<file path="config.mk">
export PLATFORM = sky130hd
export DESIGN_NAME = unsorted_list_with_cursor
export DESIGN_NICKNAME = d
export VERILOG_FILES = /design/src/rtl/ulc_pkg.sv /design/src/rtl/ulc_cell.sv /design/src/rtl/unsorted_list_with_cursor.sv
export SDC_FILE = /design/constraint.sdc
export NUM_CORES = 2
export LEC_CHECK = 0
export ABC_AREA = 1
export BUFFER_PORTS_ARGS = -buffer_cell sky130_fd_sc_hd__clkbuf_2
export CORE_ASPECT_RATIO = 1.4
export CORE_MARGIN = 5
export CORE_UTILIZATION = 44
export DETAILED_ROUTE_END_ITERATION = 6
export GPL_TIMING_DRIVEN = 0
export PLACE_DENSITY = 0.6
export RECOVER_POWER = 100
export SLEW_MARGIN = 30
export SYNTH_ARGS = -nofsm -noshare
export SYNTH_HDL_FRONTEND = slang
export SYNTH_HIERARCHICAL = 1
export SYNTH_SLANG_ARGS = --single-unit
</file>
<file path="constraint.sdc">
create_clock -name i_clk -period 7.81 [get_ports i_clk]
set_input_delay 0.781 -clock i_clk [delete_from_list [all_inputs] [get_ports i_clk]]
set_output_delay 0.781 -clock i_clk [all_outputs]
set_load 0.005 [all_outputs]
</file>
<file path="src/rtl/ulc_pkg.sv">
`default_nettype none

package ulc_pkg;

    // default sizes
    localparam int DEF_CAPACITY = 16;
    localparam int DEF_KEY_BITS = 32;

    // fixed field widths
    localparam int REQ_BITS   = 3;
    localparam int KEY_FIELD  = 32;
    localparam int CNT_FIELD  = 5;

    // request codes
    typedef enum logic [REQ_BITS-1:0] {
        REQ_INSERT  = 3'd0,
        REQ_DELETE  = 3'd1,
        REQ_GET     = 3'd2,
        REQ_ADVANCE = 3'd3,
        REQ_CLEAR   = 3'd4
    } t_req;

    // result status codes
    typedef enum logic [1:0] {
        ST_OK       = 2'd0,
        ST_FULL     = 2'd1,
        ST_EMPTY    = 2'd2,
        ST_NOTFOUND = 2'd3
    } t_status;

    // request transaction
    typedef struct packed {
        logic [REQ_BITS-1:0]  req_type;
        logic [KEY_FIELD-1:0] key_in;
    } t_in;

    // result transaction
    typedef struct packed {
        t_status              status;
        logic [KEY_FIELD-1:0] key_out;
        logic [CNT_FIELD-1:0] entry_count;
    } t_out;

    // per-cycle strobes shared by every cell
    typedef struct packed {
        logic ins;
        logic del;
    } t_cell_ctl;

endpackage

`default_nettype wire

</file>
<file path="src/rtl/ulc_cell.sv">
`default_nettype none

module ulc_cell #(
    parameter int CAPACITY = ulc_pkg::DEF_CAPACITY,
    parameter int KEY_BITS = ulc_pkg::DEF_KEY_BITS,
    parameter int INDEX    = 0
) (
    input  wire                           i_clk,
    input  wire ulc_pkg::t_cell_ctl       i_ctl,
    input  wire [KEY_BITS-1:0]            i_key,
    input  wire [$clog2(CAPACITY+1)-1:0]  i_count,
    input  wire [$clog2(CAPACITY)-1:0]    i_rd_idx,
    input  wire [KEY_BITS-1:0]            i_next_entry,
    input  wire                           i_found,
    input  wire [KEY_BITS-1:0]            i_rd,
    output logic [KEY_BITS-1:0]           o_entry,
    output logic                          o_found,
    output logic [KEY_BITS-1:0]           o_rd
);

    localparam int CW = $clog2(CAPACITY+1);
    localparam int PW = $clog2(CAPACITY);

    logic [KEY_BITS-1:0] r_entry;
    logic [KEY_BITS-1:0] n_entry;
    logic                valid;
    logic                match;

    // match against the key, first hit wins along the chain
    always_comb begin
        valid   = i_count > CW'(INDEX);
        match   = valid && (r_entry == i_key);
        o_found = i_found || match;
    end

    // read-out chain for the cursor slot
    always_comb begin
        if (i_rd_idx == PW'(INDEX)) begin
            o_rd = i_rd | r_entry;
        end else begin
            o_rd = i_rd;
        end
    end

    // append, shift down on delete, else hold
    always_comb begin
        n_entry = r_entry;
        if (i_ctl.ins && (i_count == CW'(INDEX))) begin
            n_entry = i_key;
        end else if (i_ctl.del && o_found) begin
            n_entry = i_next_entry;
        end
    end

    always_ff @(posedge i_clk) begin
        r_entry <= n_entry;
    end

    assign o_entry = r_entry;

endmodule

`default_nettype wire

</file>
<file path="src/rtl/unsorted_list_with_cursor.sv">
// result: a request accepted at one edge has its result registered at that same edge
// throughput: one request per cycle while o_in_ready is high; a new request is taken
//   while the result register drains; the cell row compares and shifts combinationally
// reset: synchronous active low; count and cursor go to zero, no result pending,
//   the key cells are not cleared and are read only below the count
`default_nettype none

module unsorted_list_with_cursor #(
    parameter int CAPACITY = ulc_pkg::DEF_CAPACITY,
    parameter int KEY_BITS = ulc_pkg::DEF_KEY_BITS
) (
    input  wire                i_clk,
    input  wire                i_rst_n,
    input  wire                i_in_valid,
    output logic               o_in_ready,
    input  wire ulc_pkg::t_in  i_in,
    output logic               o_out_valid,
    input  wire                i_out_ready,
    output ulc_pkg::t_out      o_out
);

    localparam int CW = $clog2(CAPACITY+1);
    localparam int PW = $clog2(CAPACITY);

    logic [CW-1:0]        r_count;
    logic [CW-1:0]        n_count;
    logic [PW-1:0]        r_cursor;
    logic [PW-1:0]        n_cursor;
    logic                 r_out_valid;
    ulc_pkg::t_out        r_out;
    ulc_pkg::t_out        n_out;

    logic                 acc;
    logic                 full;
    logic                 empty;
    logic [KEY_BITS-1:0]  key;
    logic [PW-1:0]        rd_idx;
    logic [PW-1:0]        adv_cursor;
    logic [CW-1:0]        cur_inc;
    logic [CW-1:0]        del_count;
    logic [PW-1:0]        del_cursor;
    logic                 hit;
    ulc_pkg::t_cell_ctl   ctl;

    logic [KEY_BITS-1:0]  entry_w [CAPACITY];
    logic [CAPACITY:0]    found_w;
    logic [KEY_BITS-1:0]  rd_w    [CAPACITY+1];

    // handshake
    assign acc        = i_in_valid && o_in_ready;
    assign o_in_ready = !r_out_valid || i_out_ready;

    // request decode helpers
    always_comb begin
        key        = KEY_BITS'(i_in.key_in);
        full       = r_count == CW'(CAPACITY);
        empty      = r_count == '0;
        cur_inc    = CW'(r_cursor) + CW'(1);
        adv_cursor = (cur_inc >= r_count) ? '0 : PW'(cur_inc);
        rd_idx     = (ulc_pkg::t_req'(i_in.req_type) == ulc_pkg::REQ_ADVANCE)
                     ? adv_cursor : r_cursor;
        hit        = found_w[CAPACITY];
        del_count  = r_count - CW'(1);
        del_cursor = found_w[r_cursor] ? (r_cursor - PW'(1)) : r_cursor;
        if (CW'(del_cursor) >= del_count) begin
            del_cursor = '0;
        end
    end

    // cell strobes
    always_comb begin
        ctl.ins = acc && (ulc_pkg::t_req'(i_in.req_type) == ulc_pkg::REQ_INSERT) && !full;
        ctl.del = acc && (ulc_pkg::t_req'(i_in.req_type) == ulc_pkg::REQ_DELETE) && hit;
    end

    // row of key cells
    assign found_w[0] = 1'b0;
    assign rd_w[0]    = '0;

    for (genvar k = 0; k < CAPACITY; k++) begin : g_cell
        logic [KEY_BITS-1:0] next_entry;
        if (k + 1 < CAPACITY) begin : g_mid
            assign next_entry = entry_w[k+1];
        end else begin : g_last
            assign next_entry = '0;
        end
        ulc_cell #(
            .CAPACITY (CAPACITY),
            .KEY_BITS (KEY_BITS),
            .INDEX    (k)
        ) u_cell (
            .i_clk        (i_clk),
            .i_ctl        (ctl),
            .i_key        (key),
            .i_count      (r_count),
            .i_rd_idx     (rd_idx),
            .i_next_entry (next_entry),
            .i_found      (found_w[k]),
            .i_rd         (rd_w[k]),
            .o_entry      (entry_w[k]),
            .o_found      (found_w[k+1]),
            .o_rd         (rd_w[k+1])
        );
    end

    // next state and result
    always_comb begin
        n_count          = r_count;
        n_cursor         = r_cursor;
        n_out.status     = ulc_pkg::ST_OK;
        n_out.key_out    = '0;
        case (ulc_pkg::t_req'(i_in.req_type))
            ulc_pkg::REQ_INSERT: begin
                n_out.key_out = ulc_pkg::KEY_FIELD'(key);
                if (full) begin
                    n_out.status = ulc_pkg::ST_FULL;
                end else begin
                    n_cursor = PW'(r_count);
                    n_count  = r_count + CW'(1);
                end
            end
            ulc_pkg::REQ_DELETE: begin
                n_out.key_out = ulc_pkg::KEY_FIELD'(key);
                if (hit) begin
                    n_count  = del_count;
                    n_cursor = del_cursor;
                end else begin
                    n_out.status = ulc_pkg::ST_NOTFOUND;
                end
            end
            ulc_pkg::REQ_GET, ulc_pkg::REQ_ADVANCE: begin
                if (empty) begin
                    n_out.status = ulc_pkg::ST_EMPTY;
                end else begin
                    n_out.key_out = ulc_pkg::KEY_FIELD'(rd_w[CAPACITY]);
                    n_cursor      = rd_idx;
                end
            end
            ulc_pkg::REQ_CLEAR: begin
                n_count  = '0;
                n_cursor = '0;
            end
            default: begin
            end
        endcase
        n_out.entry_count = ulc_pkg::CNT_FIELD'(n_count);
    end

    // list state
    always_ff @(posedge i_clk) begin
        if (!i_rst_n) begin
            r_count  <= '0;
            r_cursor <= '0;
        end else if (acc) begin
            r_count  <= n_count;
            r_cursor <= n_cursor;
        end
    end

    // result register
    always_ff @(posedge i_clk) begin
        if (!i_rst_n) begin
            r_out_valid <= 1'b0;
        end else if (acc) begin
            r_out_valid <= 1'b1;
        end else if (i_out_ready) begin
            r_out_valid <= 1'b0;
        end
    end

    always_ff @(posedge i_clk) begin
        if (acc) begin
            r_out <= n_out;
        end
    end

    assign o_out_valid = r_out_valid;
    assign o_out       = r_out;

    // count stays within capacity
    a_count_max: assert property (@(posedge i_clk) disable iff (!i_rst_n)
        r_count <= CW'(CAPACITY))
        else $error("count above capacity");

    // cursor names a valid entry whenever the list is not empty
    a_cursor_range: assert property (@(posedge i_clk) disable iff (!i_rst_n)
        (r_count != '0) |-> (CW'(r_cursor) < r_count))
        else $error("cursor outside the list");

    // a successful insert grows the list by one
    a_insert_grow: assert property (@(posedge i_clk) disable iff (!i_rst_n)
        ctl.ins |=> (r_count == $past(r_count) + CW'(1)))
        else $error("insert did not grow the list");

    // a successful delete shrinks the list by one
    a_delete_shrink: assert property (@(posedge i_clk) disable iff (!i_rst_n)
        ctl.del |=> (r_count == $past(r_count) - CW'(1)))
        else $error("delete did not shrink the list");

    // every accepted request leaves a result pending
    a_result_pending: assert property (@(posedge i_clk) disable iff (!i_rst_n)
        acc |=> r_out_valid)
        else $error("accepted request left no result");

endmodule

`default_nettype wire
</file>
; Yosys cells after proc, flatten, opt, wreduce, memory -nomap -nowiden
; Index checks and enable logic that the tools add are counted.
; W data, S select, Z words.
[totals]
out_inout_bits = 41
register_bits = 561
input_bits = 39
wordCells = 276
[op_classes]
eq_ne = 54
n_reduce_logical = 94
n_mux = 68
n_bitwise = 15
n_addsub = 4
magnitude_cmp = 19
[op_table]
columns = cell, n
row1 = $mux W32, 49
row2 = $eq A32 B32 Y1, 16
row3 = $or A32 B32 Y32, 15
row4 = $pmux W34 S3, 1
row5 = $logic_and A1 B1 Y1, 53
row6 = $eq A5 B4 Y1 const B, 8
row7 = $gt A5 B4 Y1 const B, 8
row8 = $reduce_bool A2 Y1, 17
row9 = $eq A4 B4 Y1 const B, 8
row10 = $mux W4, 7
row11 = $eq A5 B3 Y1 const B, 4
row12 = $gt A5 B3 Y1 const B, 4
row13 = $eq A4 B3 Y1 const B, 4
row14 = $logic_or A1 B1 Y1, 16
row15 = $pmux W4 S4, 1
row16 = $pmux W5 S3, 1
row17 = $eq A5 B2 Y1 const B, 2
row18 = $gt A5 B1 Y1 const B, 2
row19 = $gt A5 B2 Y1 const B, 2
row20 = $mux W5, 2
row21 = $eq A4 B2 Y1 const B, 2
row22 = $eq A3 B2 Y1 const B, 2
row23 = $lt A4 B6 Y1 const B, 1
row24 = $add A4 B1 Y5 const B, 1
row25 = 22 further kinds, 28

; Longest topological paths before layout
[logic_depth]
ltp_word = 38
depth_mapped = 60
ltp_nobuf = 60

; Hierarchy
; The synthesis kept the hierarchy.
[by_module_without_submodules]
columns = module, instances, area_per_inst_um2, seq_area_each_um2, cells_per_inst
row1 = unsorted_list_with_cursor, 1, 3035.4, 1371.3, 367
row2 = ulc_cell (g_cell[2].u_cell), 1, 2336.0, 960.9, 299
row3 = ulc_cell (g_cell[9].u_cell), 1, 2314.7, 960.9, 260
row4 = ulc_cell (g_cell[14].u_cell), 1, 2290.9, 960.9, 241
row5 = ulc_cell (g_cell[10].u_cell), 1, 2288.4, 960.9, 240
row6 = ulc_cell (g_cell[13].u_cell), 1, 2284.7, 960.9, 258
row7 = ulc_cell (g_cell[12].u_cell), 1, 2280.9, 960.9, 274
row8 = ulc_cell (g_cell[6].u_cell), 1, 2279.7, 960.9, 258
row9 = ulc_cell (g_cell[8].u_cell), 1, 2274.7, 960.9, 312
row10 = ulc_cell (g_cell[0].u_cell), 1, 2273.4, 960.9, 243
row11 = ulc_cell (g_cell[11].u_cell), 1, 2267.2, 960.9, 242
row12 = ulc_cell (g_cell[4].u_cell), 1, 2258.4, 960.9, 295
row13 = ulc_cell (g_cell[5].u_cell), 1, 2244.7, 960.9, 294
row14 = ulc_cell (g_cell[7].u_cell), 1, 2243.4, 960.9, 299
row15 = 3 more rows, n/a, n/a, n/a, n/a

; Worst setup path before layout
; Ideal clock, no wire load.
[synth_path]
path_type = register to register
from = reg r_count[4]
to = reg r_out (netlist bit o_out[15]), data pin
slack_ns = 2.234
setup_ns = 0.270
path_buffers = 1
required_ns = 7.540
stages_incl_launch_ff = 29
arrival_ns = 5.306
period_less_slack_ns = 5.576
path_cell_list = dfxtp_1 -> inv_1 -> ha_1 -> nand2_1 -> inv_1 -> nor3_2 -> nand3_1 -> o21ai_1 -> nor2_2 -> nand2_1 -> buf_2 -> o21bai_1 -> o21bai_1 -> o21bai_1 -> o21bai_1 -> o21bai_1 -> o21bai_1 -> o21bai_1 -> o21bai_1 -> o21bai_1 -> o21bai_1 -> o21bai_1 -> o21bai_1 -> o21bai_1 -> o21bai_1 -> o21bai_1 -> o21bai_1 -> nand3_1 -> a21oi_1
[synth_rtl]
columns = item, line
row1 = start: declaration, unsorted_list_with_cursor.sv:25  ; logic [CW-1:0] r_count;
row2 = start signal: assignment, unsorted_list_with_cursor.sv:155  ; r_count <= n_count;
row3 = end signal: assignment, unsorted_list_with_cursor.sv:173  ; r_out <= n_out;
row4 = end: declaration, unsorted_list_with_cursor.sv:30  ; ulc_pkg::t_out r_out;

==> summary.md <==
| Metric | Value |
|---|---|
| Main synth FF type | edfxtp_1 |
| Status | complete, but fails checks |
| RD Place Congestion | 0.8751 |
| Hold-fix buffers, CTS | 0 |
| H-tree levels | 3 |
| FMAX | between 0.1 and 0.15 GHz |
| DR WL/cell | approximately 17 um |
| CP top delay family | simple AND/OR/NAND/NOR gates |
| Area delta synth->final | 8.262% |
| Non-Filler Instances | around 6200 |
| Average size of a mapped cell | between 8 and 9 um^2 |
| Seq/Total Area, Yosys | 0.4261 |
| Most common cell in the netlist | nand2_1 |
| Max-cap violations | 1 |
| Port bufs | 79 |
| Crit. Startpoint | i_in[23] |
| Simple-gate share of the synthesized area | 0.2021 |
| CTS root buffer | clkbuf_16 |
| Crit-path max cell delay | approximately 0.63 ns |
| Slowest stage cell, crit path | clkbuf_2 |
| EDFF count, synth | around 550 |
| CP Data Required Time | about 8 ns |
| Vias in the first global route | slightly below 30000 |
| CP arrival | approximately 7.2 ns |
| Largest family of logic cells by synthesized area | simple AND/OR/NAND/NOR gates |
| Crit path capture type | flip-flop |
| CTS tree | built |
| Critical path depth | 43 |
| Nets | a little over 5000 |
| Synth top area cells | edfxtp_1, nand2_1, o21bai_1 |
| Post-CTS Setup Bufs | 0 |
| Synthesized instance count | between 4000 and 5000 |
| CP Max Fanout | 34 |
| Flops & latches, synth | approximately 560 |
| Dpl ws | between 0.5 and 0.6 ns |
| DIE HEIGHT | approximately 360 um |
| Worst setup endpoint | g_cell[1].u_cell/o_entry[3] |
| Vias/cell | just under 5 |
| Overall Global Routing Usage | 0.2211 |
| Worst-Skew Late Latency | just over 0.6 ns |
| # setup viols final | 0 |
| Mux share of post-synthesis cell area | 0.06113 |
| Tmin final | around 7.0 ns |
| R2R cell count | 31 |
| CTS sink cnt | between 500 and 600 |
| Tcrit/Tclk final | 0.8982 |
| First-pass GRT wire length | approximately 170000 um |
| Static leakage | 18.59 nW |
| Worst r2r src | r_cursor[0] |
| Maximum clock insertion buffer count | 3 |
| Share of layout cells above drive strength 1 | 0.06170 |
| Final wirelength | 108500 um |
| VDD IR max | between 150 and 200 uV |
| Ys async rst share | 0 |
| Violated checks | capacitance limit, slew limit |
| PwrDens | around 170 nW/um^2 |
| Clock-pin slew on the worst setup and hold paths | roughly 0.06 ns |
| Final Hold Viols | 0 |
| DP Wirelength | 86650 um |
| Unique masters post-synth | slightly above 50 |
| Drt pass-1 iters | 5 |
| XOR/XNOR share of the synthesized area | 0.05884 |
| Core ar. | approximately 90000 um^2 |
| Reg2Reg Capture Point | o_out[23] |
| ANT nets after route | 0 |
| # rows | 129 |
| Top cells by count, synth | nand2_1, inv_1, edfxtp_1 |
| Slew Limit Fails | 29 |
| Synth Area in Adders | 0.004139 |
| Worst setup SP type | input port |
| WP buf/inv | 17 |
| CTS buffer count | 67 |
| CP dominant cell by count | nand2_1 |
| Diodes inserted | 0 |
| Initial antenna violation count | 0 |
| Critical path type | input port to flip-flop |
| Slew HR | -0.05758 |
| Clk_skew | 0.02732 ns |
| Initial Util | 0.4443 |
| RSZ-0062 raised after global routing | no |
| Post-synth top area share | 0.4210 |
| Top Ports | 80 |
| Reg2reg setup slack | approximately 0.80 ns |
| # resized after CTS | 0 |
| Largest net degree at the start of global routing | 36 |
| Die W | between 200 and 300 um |
| Mapped Area | between 30000 and 40000 um^2 |
| DRC | 0 |
| Worst Slack Setup Final | roughly 0.79 ns |
| Post-synthesis compound-gate area fraction | 0.1463 |
| Worst-Margin Slew | between 1.5 and 2 ns |
| Worst Hold Depth | 4 |
| Initial DRC count | between 1500 and 2000 |
| Total die area | roughly 95000 um^2 |
| DR vias | between 20000 and 30000 |
| Hold Path Class | input port to flip-flop |
| Syn. warnings | 6 |
| Post-synth top area cell | edfxtp_1 |
| GRT overflow | 0 |
| Dpl cells | roughly 6100 |
-- registers in the layout, indices dropped and copies added (netlist names) --
| register | count |
|---|---|
| g_cell.u_cell/o_entry | 512 |
| o_out | 39 |
| o_out_valid | 1 |
| r_cursor | 4 |
| r_count | 5 |
-- final cells by class --
class,instances,area (um^2)
flip-flops and latches,561,16760
fillers,8750,45900
clock buffers,95,1867
plain buffers,148,618.1
well taps,1179,1475
multi-input cells,3293,18200
repair buffers,85,425.4
inverters,822,3087
clock inverters,20,113.9
-- worst min-delay path by stage --
stage | start | to | slack, ns
3_3_place_gp | o_out_valid | o_out_valid | 0.50
5_1_grt | i_out_ready | o_out_valid | 0.51
6_report | i_out_ready | o_out_valid | 0.49
2_1_floorplan | g_cell[15].u_cell/o_entry[3] | g_cell[14].u_cell/o_entry[3] | 0.53
4_1_cts | i_out_ready | o_out_valid | 0.45
3_5_place_dp | o_out_valid | o_out_valid | 0.52
-- through the flow --
stage               power [mW]  area (um^2)  utilization  hold WS, ns  TNS (ns)
floorplan                4.027        39540            -       0.5251         0
global placement         4.372        41410       0.4682       0.5048   -343.01
detailed placement       4.380        41620       0.4706       0.5245         0
CTS                      7.345        43600       0.4930       0.4492         0
global route             7.543        42550       0.4810       0.5072         0
finish                   7.241        42550       0.4810       0.4895         0
-- layer usage --
layer | share of wire | global-route usage | wire length (um) | vias up
li1 | - | - | - | 15750
met1 | 0.38 | 0.2366 | 41100 | 13210
met2 | 0.52 | 0.4182 | 56190 | 652
met3 | 0.034 | 0.02093 | 3666 | 245
met4 | 0.069 | 0.1377 | 7536 | 0
met5 | 0 | 0 | 0 | -
-- kinds of logic (layout without fill, tap and decap cells) --
group	count (synthesis)	after routing
simple gates	1923	1923
buf+inv	970	1170
compound gates	862	862
flops	561	561
xor+xnor	264	264
mux	166	166
fa+ha+maj	13	13
other cells	1	65
-- tightest hold or removal path, stage by stage --
cell and delay [ns]:
clkbuf_2 0.07, inv_1 0.03, nand2_1 0.08, a21oi_1 0.07
-- where the power goes --
group	internal [mW]	switching, mW	total [mW]
logic	0.367	0.569	0.936
clock network	1.69	1.25	2.93
registers	3.32	0.0474	3.37
-- placed cells by master (no fill, tap or decap), types with 28 or more instances in the layout --
| cell type | instances |
|---|---|
| nand2_1 | 1437 |
| inv_1 | 792 |
| edfxtp_1 | 551 |
| o21bai_1 | 497 |
| nor2_1 | 240 |
| o21ai_0 | 240 |
| xnor2_1 | 220 |
| clkbuf_1 | 185 |
| mux2_1 | 122 |
| nand3_1 | 99 |
| clkbuf_16 | 71 |
| nand4_1 | 69 |
| a21oi_1 | 68 |
| conb_1 | 65 |
| clkbuf_2 | 47 |
| xor2_1 | 44 |
| inv_2 | 28 |
(Power assumes the default switching activity.)
